$ cat src/rtl/epsd_pkg.sv
// Package for the edited print stream decoder: escape-state type, character codes
// and the end-of-job pattern check. No dependencies.
`default_nettype none

package epsd_pkg;

    // Widths of the stream payloads.
    localparam int CHAR_W     = 9;
    localparam int OUT_CHAR_W = 8;
    localparam int REPEAT_W   = 7;
    localparam int POS_W      = 4;
    localparam int S_TDATA_W  = 16;
    localparam int M_TDATA_W  = 16;

    // Printer control codes (octal in the printer documentation).
    localparam logic [7:0] CODE_SPACE_ESC = 8'o037;
    localparam logic [7:0] CODE_NLINE_ESC = 8'o013;
    localparam logic [7:0] CODE_FORM_FEED = 8'o014;
    localparam logic [7:0] CODE_NULL      = 8'o000;

    // ASCII characters produced by the escapes.
    localparam logic [7:0] ASCII_SPACE = 8'o040;
    localparam logic [7:0] ASCII_LF    = 8'o012;
    localparam logic [7:0] ASCII_CR    = 8'o015;
    localparam logic [7:0] ASCII_FF    = 8'o014;

    // End-of-job line: 037 014 ddddd 037 005, at least this many characters.
    localparam logic [POS_W-1:0] MIN_EOJ_LEN = 4'd12;
    localparam logic [POS_W-1:0] POS_MAX     = 4'd15;
    localparam logic [CHAR_W-1:0] EOJ_SPACE  = 9'o037;
    localparam logic [CHAR_W-1:0] EOJ_FF     = 9'o014;
    localparam logic [CHAR_W-1:0] EOJ_TAIL   = 9'o005;
    localparam logic [CHAR_W-1:0] DIGIT_LO   = 9'o060;
    localparam logic [CHAR_W-1:0] DIGIT_HI   = 9'o071;

    typedef enum logic [1:0] {
        ESC_NONE  = 2'd0,
        ESC_SPACE = 2'd1,
        ESC_NLINE = 2'd2,
        ESC_SKIP  = 2'd3
    } esc_t;

    // True when a full 9-bit character fits the end-of-job pattern at its position.
    function automatic logic eoj_match(input logic [POS_W-1:0] pos,
                                       input logic [CHAR_W-1:0] c);
        logic ok;
        begin
            case (pos)
                4'd0:    ok = (c == EOJ_SPACE);
                4'd1:    ok = (c == EOJ_FF);
                4'd2, 4'd3, 4'd4, 4'd5, 4'd6:
                         ok = (c >= DIGIT_LO) && (c <= DIGIT_HI);
                4'd7:    ok = (c == EOJ_SPACE);
                4'd8:    ok = (c == EOJ_TAIL);
                default: ok = 1'b1;
            endcase
            return ok;
        end
    endfunction

endpackage

`default_nettype wire

$ cat src/rtl/edited_print_stream_decoder_unit.sv
// Edited print stream decoder top level: expands printer edit codes into ASCII
// characters with repeat counts. Depends on epsd_pkg.
`default_nettype none

// How the block is used:
// The slave channel takes one printer character per transfer, 9 bits in
// s_axis_tdata[8:0], with s_axis_tlast high on the last character of a record.
// The master channel delivers at most one result per input character: an ASCII
// character with its repeat count in m_axis_tdata, the end-of-job flag in
// m_axis_tuser, and m_axis_tlast on the result of a record's last character.
// Characters that print nothing (nulls, escape leaders, the character after a
// form feed, a zero space count) produce no transfer unless they end a record.
// A record end always produces a transfer, possibly with a repeat count of zero.
// A result appears on the master side in the cycle after its character is taken.
// Throughput is one character per cycle while the receiver does not stall; the
// decode is a short combinational step from the accepted character and three
// small state registers into the result register.
// When the receiver stalls, the result register holds its transfer and the
// slave side keeps accepting characters only while the result register is empty
// or is being drained in the same cycle, so nothing is lost or repeated.
// Reset clears the escape state, the record position and the result valid, and
// sets the pattern-match flag, so decoding starts at the head of a record.

module edited_print_stream_decoder_unit (
    input  wire                              clk,
    input  wire                              rst_n,
    input  wire                              s_axis_tvalid,
    output logic                             s_axis_tready,
    input  wire  [epsd_pkg::S_TDATA_W-1:0]   s_axis_tdata,  // [8:0] char_in, rest zero
    input  wire                              s_axis_tlast,  // record_end
    output logic                             m_axis_tvalid,
    input  wire                              m_axis_tready,
    output logic [epsd_pkg::M_TDATA_W-1:0]   m_axis_tdata,  // [7:0] out_char, [14:8] repeat_res
    output logic                             m_axis_tuser,  // [0] end_of_job
    output logic                             m_axis_tlast   // record_done
);
    import epsd_pkg::*;

    // Decoder state.
    esc_t             esc_reg,  esc_next;
    logic [POS_W-1:0] pos_reg,  pos_next;
    logic             ok_reg,   ok_next;

    // Result register.
    logic                  out_valid_reg, out_valid_next;
    logic [OUT_CHAR_W-1:0] out_char_reg,  out_char_next;
    logic [REPEAT_W-1:0]   repeat_reg,    repeat_next;
    logic                  eoj_reg,       eoj_next;
    logic                  done_reg,      done_next;

    logic                  in_fire;
    logic [CHAR_W-1:0]     c9;
    logic [7:0]            ch;
    logic [REPEAT_W-1:0]   cnt;
    logic                  ok_now;
    logic [POS_W-1:0]      pos_now;
    logic [OUT_CHAR_W-1:0] oc;
    logic [REPEAT_W-1:0]   rep;
    esc_t                  esc_after;
    logic                  emit;

    // The result register can take a new result when it is empty or draining.
    assign s_axis_tready = !out_valid_reg || m_axis_tready;
    assign in_fire       = s_axis_tvalid && s_axis_tready;

    assign c9  = s_axis_tdata[CHAR_W-1:0];
    assign ch  = c9[7:0];
    assign cnt = c9[REPEAT_W-1:0];

    // Pattern tracking uses the full 9-bit character.
    assign ok_now  = ok_reg && eoj_match(pos_reg, c9);
    assign pos_now = (pos_reg < POS_MAX) ? pos_reg + 1'b1 : pos_reg;

    // Character decode.
    always_comb
    begin
        oc        = '0;
        rep       = '0;
        esc_after = ESC_NONE;
        case (esc_reg)
            ESC_SPACE:
            begin
                oc  = ASCII_SPACE;
                rep = cnt;
            end
            ESC_NLINE:
            begin
                if (cnt != '0)
                begin
                    oc  = ASCII_LF;
                    rep = cnt;
                end
                else
                begin
                    oc  = ASCII_CR;
                    rep = REPEAT_W'(1);
                end
            end
            ESC_SKIP:
            begin
                esc_after = ESC_NONE;
            end
            default:
            begin
                if (ch == CODE_SPACE_ESC)
                begin
                    esc_after = ESC_SPACE;
                end
                else if (ch == CODE_NLINE_ESC)
                begin
                    esc_after = ESC_NLINE;
                end
                else if (ch == CODE_FORM_FEED)
                begin
                    oc        = ASCII_FF;
                    rep       = REPEAT_W'(1);
                    esc_after = ESC_SKIP;
                end
                else if (ch != CODE_NULL)
                begin
                    oc  = ch;
                    rep = REPEAT_W'(1);
                end
            end
        endcase
        // Nothing printed means the character field reads as zero.
        if (rep == '0)
        begin
            oc = '0;
        end
    end

    assign emit = (rep != '0) || s_axis_tlast;

    // Next state: a record end restores the start-of-record state.
    always_comb
    begin
        esc_next = esc_reg;
        pos_next = pos_reg;
        ok_next  = ok_reg;
        if (in_fire)
        begin
            if (s_axis_tlast)
            begin
                esc_next = ESC_NONE;
                pos_next = '0;
                ok_next  = 1'b1;
            end
            else
            begin
                esc_next = esc_after;
                pos_next = pos_now;
                ok_next  = ok_now;
            end
        end
    end

    // Result register load.
    always_comb
    begin
        out_valid_next = out_valid_reg && !m_axis_tready;
        out_char_next  = out_char_reg;
        repeat_next    = repeat_reg;
        eoj_next       = eoj_reg;
        done_next      = done_reg;
        if (in_fire && emit)
        begin
            out_valid_next = 1'b1;
            out_char_next  = oc;
            repeat_next    = rep;
            eoj_next       = s_axis_tlast && ok_now && (pos_now >= MIN_EOJ_LEN);
            done_next      = s_axis_tlast;
        end
    end

    always_ff @(posedge clk or negedge rst_n)
    begin
        if (!rst_n)
        begin
            esc_reg       <= ESC_NONE;
            pos_reg       <= '0;
            ok_reg        <= 1'b1;
            out_valid_reg <= 1'b0;
        end
        else
        begin
            esc_reg       <= esc_next;
            pos_reg       <= pos_next;
            ok_reg        <= ok_next;
            out_valid_reg <= out_valid_next;
        end
    end

    always_ff @(posedge clk)
    begin
        out_char_reg <= out_char_next;
        repeat_reg   <= repeat_next;
        eoj_reg      <= eoj_next;
        done_reg     <= done_next;
    end

    assign m_axis_tvalid = out_valid_reg;
    assign m_axis_tdata  = {{(M_TDATA_W - OUT_CHAR_W - REPEAT_W){1'b0}}, repeat_reg, out_char_reg};
    assign m_axis_tuser  = eoj_reg;
    assign m_axis_tlast  = done_reg;

    // A result that does not end a record always prints something.
    a_mid_record_prints: assert property (@(posedge clk) disable iff (!rst_n)
        (m_axis_tvalid && !m_axis_tlast) |-> (repeat_reg != '0))
        else $error("mid-record result with zero repeat count");

    // End of job is only reported on a record's last result.
    a_eoj_at_end: assert property (@(posedge clk) disable iff (!rst_n)
        (m_axis_tvalid && m_axis_tuser) |-> m_axis_tlast)
        else $error("end of job outside record end");

    // A zero repeat count carries a zero character.
    a_zero_rep_char: assert property (@(posedge clk) disable iff (!rst_n)
        (m_axis_tvalid && (repeat_reg == '0)) |-> (out_char_reg == '0))
        else $error("nonzero character with zero repeat count");

    // A record end leaves the decoder at the start-of-record state.
    a_record_restart: assert property (@(posedge clk) disable iff (!rst_n)
        (in_fire && s_axis_tlast) |=> (esc_reg == ESC_NONE && pos_reg == '0 && ok_reg))
        else $error("decoder state not cleared after record end");

    // Every record end produces a result in the next cycle.
    a_end_emits: assert property (@(posedge clk) disable iff (!rst_n)
        (in_fire && s_axis_tlast) |=> (m_axis_tvalid && m_axis_tlast))
        else $error("record end without result");

endmodule

`default_nettype wire
$ cat config.mk
export PLATFORM = sky130hd
export DESIGN_NAME = edited_print_stream_decoder_unit
export DESIGN_NICKNAME = d
export VERILOG_FILES = /design/src/rtl/epsd_pkg.sv /design/src/rtl/edited_print_stream_decoder_unit.sv
export SDC_FILE = /design/constraint.sdc
export NUM_CORES = 1
export LEC_CHECK = 0
export BUFFER_PORTS_ARGS = -buffer_cell sky130_fd_sc_hd__buf_2
export CORE_MARGIN = 3
export CORE_UTILIZATION = 55
export DETAILED_ROUTE_END_ITERATION = 8
export HOLD_SLACK_MARGIN = 0.1
export PLACE_DENSITY = 0.89
export SYNTH_ARGS = -nofsm -noshare
export SYNTH_HDL_FRONTEND = slang
export SYNTH_SLANG_ARGS = --single-unit
export TNS_END_PERCENT = 5
$ cat constraint.sdc
create_clock -name clk -period 3.8 [get_ports clk]
set_input_delay 0.57 -clock clk [delete_from_list [all_inputs] [get_ports clk]]
set_output_delay 0.57 -clock clk [all_outputs]
set_load 0.01 [all_outputs]
==> results.tsv <==
stage	metric	value	unit
min_path	min_path_cells	2	
cells_and_area	finalInstanceArea	1800	um2
pwr	p_leak	0.7098	nW
synth	synthesis.area	1612	um2
synth	yosys.area_share.simple	0.2516	
route	drt_iter0_drc	71	
cells_and_area	area_delta_synth_final	11.72	%
grt	grt_pass1_vias	1230	
clock_network	clk_pin_slew_worst_paths	0.14	ns
timing	fin_skew	0.005173	ns
floorplan	die_area	3616	um2
cells_and_area	diodes	0	
synth	ys_seq_elements	25	
clock_network	post-cts-setup-buffers	0	
cells_and_area	multi_input_area	814.5	um2
clock_network	cts_root_buffer	clkbuf_4	
placement	routabilityCongestion	0.8744	
synth	synth_edf_count	17	
synth	synth_compound_area_frac	0.2034	
setup_path	rr_worst_depth	5	
synth	synth_flop_cell	edfxtp_1	
setup_path	crit_type	register to register	
route	drtPass1Iterations	5	
synth	synth_cell_types	57	
synth	syn_nets	182	
pwr	p_seq_frac	0.543	
route	drc	0	
pwr	p_int	0.0004241	W
synth	async_flop_share	0.3200	
synth	synth-xor-area-share	0.01087	
timing	min_period_over_period	0.5379	
pwr	pwr-share-clk	0.197	
setup_path	path_cells	or2_1, a41oi_4, o31ai_2, a41oi_1, buf_4	
min_path	hold_path_end	pos_reg[1]	
timing	finalCriticalPeriod	2.044	ns
timing	rsz0062_at_grt	no	
setup_path	slowest_delay	0.52	ns
cells_and_area	largest_register_ffs	8	
synth	synthMuxAreaShare	0.006211	
pwr	powerDensity	346.3	nW/um2
floorplan	rows	19	
pwr	switching_share	0.3198	
setup_path	worst_ep_required_time	3.83	ns
timing	final_max_slew_viol_count	0	
pwr	netSwitchingPower	0.0001994	W
route	wirelength	3462	um
job	maxCapViolations	0	
floorplan	die_h	60.13	um
synth	synth_area_leaders	edfxtp_1 32%, dfrtp_1 11%, a21oi_1 3.4%, nand2_1 3.3%, and2_1 3.1%	
setup_path	rrSetupSlack	1.76	ns
placement	place_area	1763	um2
clock_network	cts_buffer_depth	2	
synth	seq_area_frac_synth	0.4418	
min_path	worstHoldStart	s_axis_tlast	
pwr	pwr-share-comb	0.260	
grt	gr-total-overflow	0	
clock_network	post_cts_resized	0	
grt	track_usage	0.2035	
route	via_per_inst	6.171	
setup_path	cp_max_fo	17	
timing	tns	0	ns
setup_path	cp_slowest_cell	dfrtp_1	
cells_and_area	n_fill_cell	235	
pwr	ir_drop	0.2908	mV
setup_path	r2r_start	esc_reg[0]	
synth	synth_warnings	0	
synth	synth_fa_ha_area_frac	0.03106	
clock_network	worstSkewPairLatency	0.32	ns
floorplan	io_pins	41	
floorplan	fp.coreArea	2781	um2
cells_and_area	seq_area	711.9	um2
clock_network	cts_tree	built	
clock_network	cts_sinks	25	
min_path	worst_hold_path_type	primary input to register	
clock_network	hold_buffers	1	
synth	synth_top_area_share	0.3168	
grt	grt_max_degree	18	
route	wl_per_cell	16.03	um
timing	max_freq	489.2	MHz
floorplan	die_w	60.13	um
synth	avgSynthCellArea	10.26	um2
placement	numPortBuffers	32	
route	vias	1333	
setup_path	reg2reg_to	m_axis_tuser	
grt	antenna_found_initial	0	
cells_and_area	layout-drive-gt1-share	0.2865	
setup_path	crit_arrival	2.08	ns
route	postRouteAntennaNets	0	
cells_and_area	fin_nets	211	
status	status	completed	
floorplan	start_util	0.5794	
clock_network	cts_buffers	3	
setup_path	startpoint_type	register	
setup_path	end_kind	register	
placement	hpwl	2634	um
clock_network	htreeDepth	1	
synth	yosysTopAreaCell	edfxtp_1	
synth	synthCells	157	
grt	grt_pass1_wl	5499	um
synth	synth_top_family_by_area	simple AND/OR/NAND/NOR gates	
timing	hold_viol_final	0	
timing	setup_viol	0	
[logic make-up after synthesis]
| logic type | after synthesis |
|---|---|
| other cells | 1 |
| buf+inv | 18 |
| flops | 25 |
| simple gates | 64 |
| fa+ha+maj | 4 |
| xor+xnor | 2 |
| mux | 1 |
| compound gates | 42 |
[how the worst max path moves through the flow]
stage / start / endpoint / cells after the start
3_3_place_gp: s_axis_tdata[2] / m_axis_tlast / 6
6_report: esc_reg[0] / m_axis_tuser / 5
2_1_floorplan: s_axis_tdata[2] / m_axis_tlast / 5
5_1_grt: esc_reg[0] / m_axis_tlast / 5
3_5_place_dp: s_axis_tdata[2] / m_axis_tuser / 6
4_1_cts: esc_reg[0] / m_axis_tlast / 5
[stage by stage]
stage / std cells / hold WS, ns / power [W] / util / setup WS, ns
global placement: 211 / 0.4090 / 0.0004972 / 0.6338 / 1.645
global route: 216 / 0.5079 / 0.0006573 / 0.6473 / 1.649
CTS: 216 / 0.4962 / 0.0006249 / 0.6473 / 1.766
detailed placement: 211 / 0.4181 / 0.0005042 / 0.6338 / 1.581
finish: 216 / 0.4989 / 0.0006235 / 0.6473 / 1.756
floorplan: 157 / 0.2744 / 0.0004577 / - / 1.124
[synthesized netlist by cell type, types with 2 or more instances]
| cell | number |
|---|---|
| o21ai_0 | 8 |
| dfrtp_1 | 7 |
| nor2b_1 | 2 |
| nand2b_1 | 4 |
| buf_4 | 2 |
| nand4_1 | 4 |
| nor2_1 | 10 |
| nand4b_1 | 2 |
| a221oi_1 | 2 |
| buf_2 | 8 |
| o22ai_1 | 2 |
| edfxtp_1 | 17 |
| o221ai_1 | 2 |
| ha_1 | 4 |
| inv_1 | 8 |
| a21oi_1 | 11 |
| nor4b_2 | 2 |
| o21a_1 | 2 |
| and2_1 | 8 |
| nand2_1 | 14 |
| nand3_1 | 2 |
[power by group through the flow]
stage / sequential (W) / clock (W) / combinational [W]
final: 0.000339 / 0.000123 / 0.000162
after global routing: 0.000342 / 0.000136 / 0.000179
after CTS: 0.000338 / 0.000124 / 0.000163
after detailed placement: 0.000344 / 0 / 0.000160
after global placement: 0.000343 / 0 / 0.000154
after floorplan: 0.000342 / 0 / 0.000115
[area by class of cell]
type                            count  share of cell area
Clock buffer                        3             0.01251
Clock inverter                      1            0.002780
Inverter                            8             0.01668
Multi-Input combinational cell    114              0.4524
Sequential cell                    25              0.3954
Tap cell                           31             0.02154
Timing Repair Buffer               34             0.09868
[per-layer routing]
metal  share of wire  track usage  wire [um]  up-vias
met5               0            0          0        -
met4           0.013      0.09177         44        0
met3           0.074      0.02376        255        5
met2            0.49       0.3272       1696       62
met1            0.42       0.2726       1466      628
li1                -            -          -      638
[layout by cell type, fill, tap and decap left out, types with 2 or more instances in the layout]
| cell | Yosys | routed |
|---|---|---|
| buf_2 | 8 | 32 |
| a21oi_1 | 11 | 11 |
| nand2_1 | 14 | 14 |
| nor4b_2 | 2 | 2 |
| o21ai_0 | 8 | 8 |
| nand4_1 | 4 | 4 |
| nor2_1 | 10 | 10 |
| o21a_1 | 2 | 2 |
| and2_1 | 8 | 8 |
| inv_1 | 8 | 8 |
| dfrtp_1 | 7 | 7 |
| nand4b_1 | 2 | 2 |
| clkbuf_4 | 0 | 3 |
| nor2b_1 | 2 | 2 |
| nand3_1 | 2 | 2 |
| o22ai_1 | 2 | 2 |
| o221ai_1 | 2 | 2 |
| nand2b_1 | 4 | 4 |
| edfxtp_1 | 17 | 17 |
| ha_1 | 4 | 4 |
| a221oi_1 | 2 | 2 |
[worst max-delay path: cells and delay by family, from the launching register on]
kind	cells	cell delay, ns
buf+inv	1	0.27
simple gates	1	0.32
flops	1	0.52
compound gates	3	0.62
Power figures use the tool's default switching activity.
